[src/sv/shs_pkg.sv]
// ----------------------------------------------------------------------------
// shs_pkg
// Shared types, constants and round functions for the SHA-256 byte stream
// hasher: controller states, datapath commands and the SHA-256 tables.
// ----------------------------------------------------------------------------
package shs_pkg;

	typedef enum logic [2:0] {
		ST_IDLE,
		ST_PAD,
		ST_LEN,
		ST_RND,
		ST_ADD,
		ST_FIN
	} state_t;

	typedef enum logic [1:0] {
		SEL_INPUT,
		SEL_MARK,
		SEL_ZERO,
		SEL_LEN
	} byte_sel_t;

	typedef struct packed {
		logic      push;
		byte_sel_t sel;
		logic      count_msg;
		logic [2:0] len_idx;
		logic      load_work;
		logic      round_en;
		logic [5:0] rnd;
		logic      add_chain;
		logic      finish;
	} cmd_t;

	typedef struct packed {
		logic out_busy;
	} status_t;

	localparam logic [5:0] BLOCK_LAST_BYTE = 6'd63;
	localparam logic [5:0] PAD_LAST_BYTE   = 6'd55;
	localparam logic [5:0] ROUND_LAST      = 6'd63;
	localparam logic [2:0] LEN_LAST        = 3'd7;
	localparam logic [2:0] WORD_LAST       = 3'd7;
	localparam logic [7:0] PAD_MARK        = 8'h80;

	localparam logic [0:7][31:0] INIT_H = {
		32'h6a09e667, 32'hbb67ae85, 32'h3c6ef372, 32'ha54ff53a,
		32'h510e527f, 32'h9b05688c, 32'h1f83d9ab, 32'h5be0cd19
	};

	localparam logic [0:63][31:0] ROUND_K = {
		32'h428a2f98, 32'h71374491, 32'hb5c0fbcf, 32'he9b5dba5,
		32'h3956c25b, 32'h59f111f1, 32'h923f82a4, 32'hab1c5ed5,
		32'hd807aa98, 32'h12835b01, 32'h243185be, 32'h550c7dc3,
		32'h72be5d74, 32'h80deb1fe, 32'h9bdc06a7, 32'hc19bf174,
		32'he49b69c1, 32'hefbe4786, 32'h0fc19dc6, 32'h240ca1cc,
		32'h2de92c6f, 32'h4a7484aa, 32'h5cb0a9dc, 32'h76f988da,
		32'h983e5152, 32'ha831c66d, 32'hb00327c8, 32'hbf597fc7,
		32'hc6e00bf3, 32'hd5a79147, 32'h06ca6351, 32'h14292967,
		32'h27b70a85, 32'h2e1b2138, 32'h4d2c6dfc, 32'h53380d13,
		32'h650a7354, 32'h766a0abb, 32'h81c2c92e, 32'h92722c85,
		32'ha2bfe8a1, 32'ha81a664b, 32'hc24b8b70, 32'hc76c51a3,
		32'hd192e819, 32'hd6990624, 32'hf40e3585, 32'h106aa070,
		32'h19a4c116, 32'h1e376c08, 32'h2748774c, 32'h34b0bcb5,
		32'h391c0cb3, 32'h4ed8aa4a, 32'h5b9cca4f, 32'h682e6ff3,
		32'h748f82ee, 32'h78a5636f, 32'h84c87814, 32'h8cc70208,
		32'h90befffa, 32'ha4506ceb, 32'hbef9a3f7, 32'hc67178f2
	};

	function automatic logic [31:0] rotr(input logic [31:0] x, input int unsigned n);
		rotr = (x >> n) | (x << (32 - n));
	endfunction

	function automatic logic [31:0] big_sigma0(input logic [31:0] x);
		big_sigma0 = rotr(x, 2) ^ rotr(x, 13) ^ rotr(x, 22);
	endfunction

	function automatic logic [31:0] big_sigma1(input logic [31:0] x);
		big_sigma1 = rotr(x, 6) ^ rotr(x, 11) ^ rotr(x, 25);
	endfunction

	function automatic logic [31:0] small_sigma0(input logic [31:0] x);
		small_sigma0 = rotr(x, 7) ^ rotr(x, 18) ^ (x >> 3);
	endfunction

	function automatic logic [31:0] small_sigma1(input logic [31:0] x);
		small_sigma1 = rotr(x, 17) ^ rotr(x, 19) ^ (x >> 10);
	endfunction

endpackage

[src/sv/shs_ctrl.sv]
// ----------------------------------------------------------------------------
// shs_ctrl
// Controller: accepts input words, tracks the block fill level, sequences
// padding, the length field, the 64 compression rounds and the digest hand-off.
// ----------------------------------------------------------------------------
module shs_ctrl (
	input  logic             clk,
	input  logic             arst_n,
	input  logic             in_valid,
	output logic             in_ready,
	input  logic             has_byte,
	input  logic             end_of_message,
	input  shs_pkg::status_t status,
	output shs_pkg::cmd_t    cmd
);

	shs_pkg::state_t state_q, state_d;
	shs_pkg::state_t ret_q;
	logic            eom_q;
	logic            pad_first_q;
	logic [5:0]      fill_q;
	logic [5:0]      rnd_q;
	logic [2:0]      len_idx_q;
	logic            accept;

	assign accept = in_valid && in_ready;

	// Next state.
	always_comb begin
		state_d = state_q;
		case (state_q)
			shs_pkg::ST_IDLE: begin
				if (in_valid) begin
					if (has_byte && fill_q == shs_pkg::BLOCK_LAST_BYTE) begin
						state_d = shs_pkg::ST_RND;
					end else if (end_of_message) begin
						state_d = shs_pkg::ST_PAD;
					end
				end
			end
			shs_pkg::ST_PAD: begin
				if (fill_q == shs_pkg::BLOCK_LAST_BYTE) begin
					state_d = shs_pkg::ST_RND;
				end else if (fill_q == shs_pkg::PAD_LAST_BYTE) begin
					state_d = shs_pkg::ST_LEN;
				end
			end
			shs_pkg::ST_LEN: begin
				if (len_idx_q == shs_pkg::LEN_LAST) begin
					state_d = shs_pkg::ST_RND;
				end
			end
			shs_pkg::ST_RND: begin
				if (rnd_q == shs_pkg::ROUND_LAST) begin
					state_d = shs_pkg::ST_ADD;
				end
			end
			shs_pkg::ST_ADD: begin
				case (ret_q)
					shs_pkg::ST_IDLE: state_d = eom_q ? shs_pkg::ST_PAD : shs_pkg::ST_IDLE;
					shs_pkg::ST_PAD:  state_d = shs_pkg::ST_PAD;
					shs_pkg::ST_LEN:  state_d = shs_pkg::ST_FIN;
					default:          state_d = shs_pkg::ST_IDLE;
				endcase
			end
			shs_pkg::ST_FIN: begin
				if (!status.out_busy) begin
					state_d = shs_pkg::ST_IDLE;
				end
			end
			default: state_d = shs_pkg::ST_IDLE;
		endcase
	end

	// Outputs and datapath commands.
	always_comb begin
		in_ready      = 1'b0;
		cmd           = '0;
		cmd.sel       = shs_pkg::SEL_INPUT;
		cmd.rnd       = rnd_q;
		cmd.len_idx   = len_idx_q;
		case (state_q)
			shs_pkg::ST_IDLE: begin
				in_ready      = 1'b1;
				cmd.push      = in_valid && has_byte;
				cmd.count_msg = in_valid && has_byte;
			end
			shs_pkg::ST_PAD: begin
				cmd.push = 1'b1;
				cmd.sel  = pad_first_q ? shs_pkg::SEL_MARK : shs_pkg::SEL_ZERO;
			end
			shs_pkg::ST_LEN: begin
				cmd.push = 1'b1;
				cmd.sel  = shs_pkg::SEL_LEN;
			end
			shs_pkg::ST_RND: begin
				cmd.round_en = 1'b1;
			end
			shs_pkg::ST_ADD: begin
				cmd.add_chain = 1'b1;
			end
			shs_pkg::ST_FIN: begin
				cmd.finish = !status.out_busy;
			end
			default: begin
				cmd.push = 1'b0;
			end
		endcase
		// The byte that completes a block also loads the working variables.
		cmd.load_work = cmd.push && fill_q == shs_pkg::BLOCK_LAST_BYTE;
	end

	always_ff @(posedge clk or negedge arst_n) begin
		if (!arst_n) begin
			state_q     <= shs_pkg::ST_IDLE;
			ret_q       <= shs_pkg::ST_IDLE;
			eom_q       <= 1'b0;
			pad_first_q <= 1'b0;
			fill_q      <= '0;
			rnd_q       <= '0;
			len_idx_q   <= '0;
		end else begin
			state_q <= state_d;
			if (cmd.push) begin
				fill_q <= fill_q + 6'd1;
			end
			if (cmd.load_work) begin
				ret_q <= state_q;
			end
			if (accept && end_of_message) begin
				eom_q       <= 1'b1;
				pad_first_q <= 1'b1;
			end else if (state_q == shs_pkg::ST_PAD) begin
				pad_first_q <= 1'b0;
			end
			if (cmd.finish) begin
				eom_q <= 1'b0;
			end
			rnd_q     <= (state_q == shs_pkg::ST_RND) ? rnd_q + 6'd1 : 6'd0;
			len_idx_q <= (state_q == shs_pkg::ST_LEN) ? len_idx_q + 3'd1 : 3'd0;
		end
	end

endmodule

[src/sv/shs_datapath.sv]
// ----------------------------------------------------------------------------
// shs_datapath
// Datapath: 512-bit block shift register that doubles as the message
// schedule window, one-round-per-cycle compression, chaining words, message
// length counter and the digest output register.
// ----------------------------------------------------------------------------
module shs_datapath (
	input  logic              clk,
	input  logic              arst_n,
	input  shs_pkg::cmd_t     cmd,
	output shs_pkg::status_t  status,
	input  logic [7:0]        data_byte,
	output logic              out_valid,
	input  logic              out_ready,
	output logic [31:0]       digest_word,
	output logic [2:0]        word_index,
	output logic              last_word
);

	logic [511:0]      blk_q;
	logic [7:0][31:0]  work_q;
	logic [7:0][31:0]  chain_q;
	logic [7:0][31:0]  dig_q;
	logic [63:0]       len_q;
	logic              out_busy_q;
	logic [2:0]        out_idx_q;

	logic [63:0] len_bits;
	logic [2:0]  len_sel;
	logic [7:0]  push_byte;
	logic [31:0] w0, w1, w9, w14, w_new;
	logic [31:0] t1, t2;
	logic        out_accept;

	assign len_bits = {len_q[60:0], 3'b000};
	assign len_sel  = 3'd7 - cmd.len_idx;

	always_comb begin
		case (cmd.sel)
			shs_pkg::SEL_INPUT: push_byte = data_byte;
			shs_pkg::SEL_MARK:  push_byte = shs_pkg::PAD_MARK;
			shs_pkg::SEL_ZERO:  push_byte = 8'h00;
			shs_pkg::SEL_LEN:   push_byte = len_bits[{len_sel, 3'b000} +: 8];
			default:            push_byte = 8'h00;
		endcase
	end

	// The window holds schedule words t..t+15, oldest in the top word.
	assign w0  = blk_q[511:480];
	assign w1  = blk_q[479:448];
	assign w9  = blk_q[223:192];
	assign w14 = blk_q[63:32];
	assign w_new = shs_pkg::small_sigma1(w14) + w9 + shs_pkg::small_sigma0(w1) + w0;

	// Index 0 is a, index 7 is h.
	assign t1 = work_q[7] + shs_pkg::big_sigma1(work_q[4])
		+ ((work_q[4] & work_q[5]) ^ (~work_q[4] & work_q[6]))
		+ shs_pkg::ROUND_K[cmd.rnd] + w0;
	assign t2 = shs_pkg::big_sigma0(work_q[0])
		+ ((work_q[0] & work_q[1]) ^ (work_q[0] & work_q[2]) ^ (work_q[1] & work_q[2]));

	always_ff @(posedge clk) begin
		if (cmd.push) begin
			blk_q <= {blk_q[503:0], push_byte};
		end else if (cmd.round_en) begin
			blk_q <= {blk_q[479:0], w_new};
		end
		if (cmd.load_work) begin
			work_q <= chain_q;
		end else if (cmd.round_en) begin
			work_q <= {work_q[6:4], work_q[3] + t1, work_q[2:0], t1 + t2};
		end
		if (cmd.finish) begin
			dig_q <= chain_q;
		end else if (out_accept) begin
			dig_q <= {32'h0, dig_q[7:1]};
		end
	end

	always_ff @(posedge clk or negedge arst_n) begin
		if (!arst_n) begin
			for (int i = 0; i < 8; i++) begin
				chain_q[i] <= shs_pkg::INIT_H[i];
			end
			len_q      <= '0;
			out_busy_q <= 1'b0;
			out_idx_q  <= '0;
		end else begin
			if (cmd.finish) begin
				for (int i = 0; i < 8; i++) begin
					chain_q[i] <= shs_pkg::INIT_H[i];
				end
				len_q <= '0;
			end else begin
				if (cmd.add_chain) begin
					for (int i = 0; i < 8; i++) begin
						chain_q[i] <= chain_q[i] + work_q[i];
					end
				end
				if (cmd.count_msg) begin
					len_q <= len_q + 64'd1;
				end
			end
			if (cmd.finish) begin
				out_busy_q <= 1'b1;
				out_idx_q  <= '0;
			end else if (out_accept) begin
				out_idx_q <= out_idx_q + 3'd1;
				if (out_idx_q == shs_pkg::WORD_LAST) begin
					out_busy_q <= 1'b0;
				end
			end
		end
	end

	assign out_accept      = out_busy_q && out_ready;
	assign out_valid       = out_busy_q;
	assign digest_word     = dig_q[0];
	assign word_index      = out_idx_q;
	assign last_word       = out_idx_q == shs_pkg::WORD_LAST;
	assign status.out_busy = out_busy_q;

endmodule

[src/sv/sha256_byte_stream_hasher_unit.sv]
// ----------------------------------------------------------------------------
// sha256_byte_stream_hasher_unit
// SHA-256 over a byte stream: at most one message byte per input word, eight digest
// words out after each end of message.
// ----------------------------------------------------------------------------
// A message byte is taken while the unit is idle; the byte that completes a
// 64-byte block holds the input through the 64 rounds on the single round
// unit and the chaining add. End of message inserts 9 to 72 padding and length
// bytes one per cycle, pausing for each compression; one or two compressions follow.
// Digest words follow one per cycle while the consumer is ready.
// Reset loads the initial hash values and clears the length; block bytes are not cleared.
module sha256_byte_stream_hasher_unit (
	input  logic        clk,
	input  logic        arst_n,
	input  logic        in_valid,
	output logic        in_ready,
	input  logic [7:0]  data_byte,
	input  logic        has_byte,
	input  logic        end_of_message,
	output logic        out_valid,
	input  logic        out_ready,
	output logic [31:0] digest_word,
	output logic [2:0]  word_index,
	output logic        last_word
);

	shs_pkg::cmd_t    cmd;
	shs_pkg::status_t status;

	shs_ctrl u_ctrl (
		.clk            (clk),
		.arst_n         (arst_n),
		.in_valid       (in_valid),
		.in_ready       (in_ready),
		.has_byte       (has_byte),
		.end_of_message (end_of_message),
		.status         (status),
		.cmd            (cmd)
	);

	shs_datapath u_datapath (
		.clk         (clk),
		.arst_n      (arst_n),
		.cmd         (cmd),
		.status      (status),
		.data_byte   (data_byte),
		.out_valid   (out_valid),
		.out_ready   (out_ready),
		.digest_word (digest_word),
		.word_index  (word_index),
		.last_word   (last_word)
	);

	// An accepted end-of-message word leads to padding or a compression, so the input closes.
	assert property (@(posedge clk) disable iff (!arst_n)
		(in_valid && in_ready && end_of_message) |=> !in_ready)
		else $error("input still open after end of message");

	assert property (@(posedge clk) disable iff (!arst_n)
		$rose(out_valid) |-> (word_index == 3'd0))
		else $error("digest does not start at word zero");

	assert property (@(posedge clk) disable iff (!arst_n)
		$fell(out_valid) |-> $past(out_ready && last_word))
		else $error("digest output ended before the last word");

endmodule

[config.mk]
export PLATFORM = sky130hd
export DESIGN_NAME = sha256_byte_stream_hasher_unit
export DESIGN_NICKNAME = d
export VERILOG_FILES = /design/src/sv/shs_pkg.sv /design/src/sv/shs_ctrl.sv /design/src/sv/shs_datapath.sv /design/src/sv/sha256_byte_stream_hasher_unit.sv
export SDC_FILE = /design/constraint.sdc
export NUM_CORES = 2
export LEC_CHECK = 0
export BUFFER_PORTS_ARGS = -buffer_cell sky130_fd_sc_hd__clkbuf_2
export CELL_PAD_IN_SITES_DETAIL_PLACEMENT = 1
export CELL_PAD_IN_SITES_GLOBAL_PLACEMENT = 2
export CORE_MARGIN = 2
export CORE_UTILIZATION = 45
export CTS_CLUSTER_DIAMETER = 80
export DETAILED_ROUTE_END_ITERATION = 8
export PLACE_DENSITY_LB_ADDON = 0.3
export SKIP_LAST_GASP = 1
export SYNTH_ARGS = -nofsm -noshare
export SYNTH_HDL_FRONTEND = slang
export SYNTH_SLANG_ARGS = --single-unit
[constraint.sdc]
create_clock -name clk -period 65.7 [get_ports clk]
set_input_delay 9.855 -clock clk [delete_from_list [all_inputs] [get_ports clk]]
set_output_delay 9.855 -clock clk [all_outputs]
set_load 0.01 [all_outputs]
==> flow_summary.html <==
<table>
<tr><th>Metric</th><th>Value</th></tr>
<tr><th colspan="2">Run status</th></tr>
<tr><td>Result of the run</td><td>finished clean</td></tr>
<tr><th colspan="2">Critical path</th></tr>
<tr><td>Classification of the worst setup path</td><td>in -&gt; reg</td></tr>
<tr><td>Reg2Reg Launch Point</td><td>u_ctrl.rnd_q[1]$_DFF_PN0_</td></tr>
<tr><td>Required time worst endpoint</td><td>66.16 ns</td></tr>
<tr><td>Crit path launch type</td><td>primary input</td></tr>
<tr><td>Data arrival time of the worst path</td><td>13.73 ns</td></tr>
<tr><td>Critical Path Fanout Max</td><td>66</td></tr>
<tr><td>Capturing element type of the critical path</td><td>flip-flop</td></tr>
<tr><td>Launching element of the worst setup path</td><td>has_byte</td></tr>
<tr><th colspan="2">Synth</th></tr>
<tr><td>Cell types with the highest counts after synthesis</td><td>sky130_fd_sc_hd__nand2_1, sky130_fd_sc_hd__edfxtp_1, sky130_fd_sc_hd__o21ai_0, sky130_fd_sc_hd__clkbuf_1, sky130_fd_sc_hd__a21oi_1</td></tr>
<tr><td>Area contributors post-synth</td><td>sky130_fd_sc_hd__edfxtp_1, sky130_fd_sc_hd__nand2_1, sky130_fd_sc_hd__dfrtp_1</td></tr>
<tr><td>Library cell with the highest instance count after synthesis</td><td>sky130_fd_sc_hd__nand2_1</td></tr>
<tr><td>Cells after Synth</td><td>~9100</td></tr>
<tr><td>Ys Warns</td><td>0</td></tr>
<tr><td>Proportion of register bits with asynchronous set or reset after synthesis</td><td>25.1%</td></tr>
<tr><td>Syn Nets</td><td>9758</td></tr>
<tr><td>Syn_area_per_cell</td><td>roughly 9 um2</td></tr>
<tr><td>Flops &amp; latches, synth</td><td>1368</td></tr>
<tr><td>EDFF count, synth</td><td>1024</td></tr>
<tr><td>Most frequently used flop master after synthesis</td><td>sky130_fd_sc_hd__edfxtp_1</td></tr>
<tr><td>Area share of the largest cell type after synthesis</td><td>36.2%</td></tr>
<tr><td>Number of distinct library cell variants in the gate-level netlist after synthesis</td><td>86</td></tr>
<tr><td>Cell type with the highest aggregate area in the netlist</td><td>sky130_fd_sc_hd__edfxtp_1</td></tr>
<tr><td>Mapped Area</td><td>84800 um2</td></tr>
<tr><td>Sequential area share after synthesis</td><td>46.6%</td></tr>
<tr><th colspan="2">Die</th></tr>
<tr><td>Count of pins on the block boundary</td><td>52</td></tr>
<tr><td>Core region area</td><td>between 150000 and 200000 um2</td></tr>
<tr><td>Die Span X</td><td>between 400 and 500 um</td></tr>
<tr><td>Cell Rows</td><td>~160</td></tr>
<tr><td>Die Area</td><td>slightly below 200000 um2</td></tr>
<tr><td>Effective utilization at floorplan</td><td>45.2%</td></tr>
<tr><td>Die Span Y</td><td>438 um</td></tr>
<tr><th colspan="2">Detailed routing</th></tr>
<tr><td>Routed metal-1 wirelength</td><td>123000 um</td></tr>
<tr><td>Detailed Route Iter0 Violations</td><td>4745</td></tr>
<tr><td>Detail-routed net length per standard cell</td><td>approximately 24 um</td></tr>
<tr><td>Post-route DRC</td><td>0</td></tr>
<tr><td>Pre-Repair DR Iteration Count</td><td>5</td></tr>
<tr><td>Number of vias after detailed routing</td><td>65900</td></tr>
<tr><td>Post-DRT Antenna Nets</td><td>0</td></tr>
<tr><td>Routed Wire Length</td><td>279000 um</td></tr>
<tr><td>Post-detailed-route via-to-cell ratio</td><td>5.70</td></tr>
<tr><td>Routed met3 length</td><td>11000 um</td></tr>
<tr><td>Topmost layer with routed signal wires</td><td>met5</td></tr>
<tr><td>Detail Route met2 WL</td><td>135000 um</td></tr>
<tr><th colspan="2">STA</th></tr>
<tr><td>Final worst clock skew</td><td>roughly 0.028 ns</td></tr>
<tr><td>Total negative setup slack</td><td>0 ns</td></tr>
<tr><td>Max frequency</td><td>75.4 MHz</td></tr>
<tr><td>Setup violators final</td><td>0</td></tr>
<tr><td>Worst Tran Pin Value</td><td>1.23 ns</td></tr>
<tr><td>Number of endpoints with negative hold slack in the final report</td><td>0</td></tr>
<tr><td>Total count of max-transition violations in the final report</td><td>0</td></tr>
<tr><td>Post-route clock period utilization</td><td>20.2%</td></tr>
<tr><td>Slew HR</td><td>17.3%</td></tr>
<tr><td>Unrepaired setup endpoints after global routing</td><td>false</td></tr>
<tr><td>Min Clock Period, post-route</td><td>13.27 ns</td></tr>
<tr><th colspan="2">Clocking</th></tr>
<tr><td>Post-cts resize count</td><td>0</td></tr>
<tr><td>Total CTS buffers</td><td>between 150 and 200</td></tr>
<tr><td>CTS sink count</td><td>1368</td></tr>
<tr><td>Hold-fix buffer count after cts</td><td>0</td></tr>
<tr><td>Clock Latency Late Sink</td><td>0.85 ns</td></tr>
<tr><td>Deepest level of the CTS H-tree</td><td>4</td></tr>
<tr><td>Buffers inserted by post-CTS timing repair</td><td>0</td></tr>
<tr><td>Clock Tree Buf Depth</td><td>3</td></tr>
<tr><td>TritonCTS clock tree</td><td>built</td></tr>
<tr><td>Library cell used as clock root buffer</td><td>sky130_fd_sc_hd__clkbuf_16</td></tr>
<tr><td>Reg clk slew, reported paths</td><td>0.06 ns</td></tr>
<tr><th colspan="2">Job</th></tr>
<tr><td>Max-cap violations</td><td>0</td></tr>
<tr><th colspan="2">Global route</th></tr>
<tr><td>Overall global routing resource usage</td><td>28.9%</td></tr>
<tr><td>Final global-route overflow total</td><td>0</td></tr>
<tr><td>Antenna violations before repair</td><td>3</td></tr>
<tr><td>Maximum number of pins on one net before global-route repair</td><td>221</td></tr>
<tr><td>Number of global-route vias before repair</td><td>69100</td></tr>
<tr><td>Global-route wire length before repair</td><td>425000 um</td></tr>
<tr><th colspan="2">Final layout</th></tr>
<tr><td>Final core area utilization</td><td>49.2%</td></tr>
<tr><td>Number of inserted filler cells in the final layout</td><td>21200</td></tr>
<tr><td>Final #Nets</td><td>9539</td></tr>
<tr><td>Layout cells sized above 1</td><td>6.69%</td></tr>
<tr><td>Area added between synthesis and finish</td><td>8.75%</td></tr>
<tr><th colspan="2">Hold path</th></tr>
<tr><td>HP Start</td><td>u_ctrl.fill_q[5]$_DFFE_PN0P_</td></tr>
<tr><td>Path class of the lowest-slack min-delay path</td><td>reg -&gt; reg</td></tr>
<tr><th colspan="2">Placed design</th></tr>
<tr><td>Final weighted congestion in routability-driven placement</td><td>~0.9</td></tr>
<tr><td>HPWL after detailed placement</td><td>200000 um</td></tr>
<tr><td>Number of input and output port buffers inserted</td><td>51</td></tr>
</table>
==> layout by cell type, fill, tap and decap left out, types with 50 or more instances in the layout <==
| cell | Yosys | final |
|---|---|---|
| sky130_fd_sc_hd__and3_1 | 54 | 54 |
| sky130_fd_sc_hd__a31oi_1 | 51 | 51 |
| sky130_fd_sc_hd__o21ai_0 | 469 | 469 |
| sky130_fd_sc_hd__clkbuf_16 | 0 | 164 |
| sky130_fd_sc_hd__nor3_1 | 87 | 84 |
| sky130_fd_sc_hd__nand2b_1 | 66 | 66 |
| sky130_fd_sc_hd__nor2b_1 | 54 | 54 |
| sky130_fd_sc_hd__dfstp_2 | 136 | 136 |
| sky130_fd_sc_hd__clkbuf_2 | 0 | 50 |
| sky130_fd_sc_hd__ha_1 | 400 | 400 |
| sky130_fd_sc_hd__edfxtp_1 | 1024 | 1024 |
| sky130_fd_sc_hd__xor2_1 | 231 | 231 |
| sky130_fd_sc_hd__buf_4 | 32 | 97 |
| sky130_fd_sc_hd__inv_1 | 266 | 266 |
| sky130_fd_sc_hd__mux2i_1 | 51 | 51 |
| sky130_fd_sc_hd__dfrtp_1 | 208 | 204 |
| sky130_fd_sc_hd__nand2_1 | 3166 | 3162 |
| sky130_fd_sc_hd__fa_1 | 195 | 195 |
| sky130_fd_sc_hd__a21oi_1 | 423 | 421 |
| sky130_fd_sc_hd__or3_1 | 53 | 52 |
| sky130_fd_sc_hd__nand3_1 | 97 | 97 |
| sky130_fd_sc_hd__xnor2_1 | 382 | 382 |
| sky130_fd_sc_hd__nor2_1 | 318 | 317 |
| sky130_fd_sc_hd__o21a_1 | 50 | 50 |
| sky130_fd_sc_hd__a21o_1 | 193 | 192 |
| sky130_fd_sc_hd__and2_1 | 57 | 57 |
| sky130_fd_sc_hd__o211ai_1 | 106 | 106 |
==> state kept, by name (all words and copies together), names as in the netlist <==
name / count
u_ctrl.eom_q: 1
u_ctrl.fill_q: 6
u_ctrl.len_idx_q: 3
u_ctrl.pad_first_q: 1
u_ctrl.ret_q: 3
u_ctrl.rnd_q: 6
u_ctrl.state_q: 3
u_datapath.blk_q: 512
u_datapath.chain_q: 256
u_datapath.dig_q: 224
u_datapath.digest_word: 32
u_datapath.len_q: 61
u_datapath.out_valid: 1
u_datapath.word_index: 3
u_datapath.work_q: 256
==> cell type report <==
type / count / area (um2) / share of cell area [%]
Antenna cell: 1 / 2.50 / 0.00271
Clock inverter: 77 / 767 / 0.831
Tap cell: 2495 / 3120 / 3.38
Sequential cell: 1368 / 39500 / 42.8
Multi-Input combinational cell: 6976 / 42200 / 45.8
Clock buffer: 224 / 4460 / 4.83
Timing Repair Buffer: 155 / 1130 / 1.23
Inverter: 268 / 1010 / 1.09
==> per-layer routing <==
metal / track usage (%) / up-vias
li1: - / 30700
met1: 38.5 / 33400
met2: 48.9 / 1338
met3: 3.22 / 453
met4: 9.92 / 2
met5: 0 / -
==> stage by stage <==
| stage | hold slack (ns) | cell area, um2 | instances | worst slack, ns |
|---|---|---|---|---|
| final | 0.464 | 92300 | 11600 | 52.43 |
| after global routing | 0.502 | 92300 | 11600 | 52.22 |
| after CTS | 0.472 | 92300 | 11600 | 52.50 |
| after detailed placement | 0.461 | 87000 | 11300 | 51.58 |
| after global placement | 0.457 | 87000 | 11300 | 51.67 |
| after floorplan | 0.442 | 84800 | 9149 | 29.35 |
==> kinds of logic after synthesis <==
group                      after synthesis  share of synthesized area (%)
AOI/OAI and AO/OA                     1599                           11.7
xor gates and xnor gates               613                           6.33
adders and majority gates              621                           10.8
buffers and inverters                  805                           3.73
DFF                                   1368                           46.6
muxes                                   82                           1.25
and+or+nand+nor                       4061                           19.5
==> final timing paths <==
path / slack (ns) / to / depth (start not counted)
worst min register to register: 0.46 / u_ctrl.fill_q[5]$_DFFE_PN0P_ / 1
worst max-delay path: 52.43 / u_datapath.work_q[1]$_DFFE_PP_ / 8
max in group asynchronous: 53.46 / u_datapath.len_q[60]$_DFFE_PN0P_ / 5
min in group asynchronous: 8.98 / u_datapath.chain_q[31]$_DFFE_PN0P_ / 1
worst max register to register: 54.01 / u_datapath.work_q[30]$_DFFE_PP_ / 37
worst min-delay path: 0.46 / u_ctrl.fill_q[5]$_DFFE_PN0P_ / 1
==> worst max-delay path, stage by stage <==
cell and delay (ns):
sky130_fd_sc_hd__clkbuf_2 0.14, sky130_fd_sc_hd__nand2_1 0.13, sky130_fd_sc_hd__a21oi_4 0.16, sky130_fd_sc_hd__buf_4 0.61
sky130_fd_sc_hd__nand2_4 0.52, sky130_fd_sc_hd__nand2_4 0.65, sky130_fd_sc_hd__buf_4 0.65, sky130_fd_sc_hd__buf_4 0.79
Power is not shown: default switching activity piles up to over one toggle a cycle in this logic, so the estimate is an artifact.
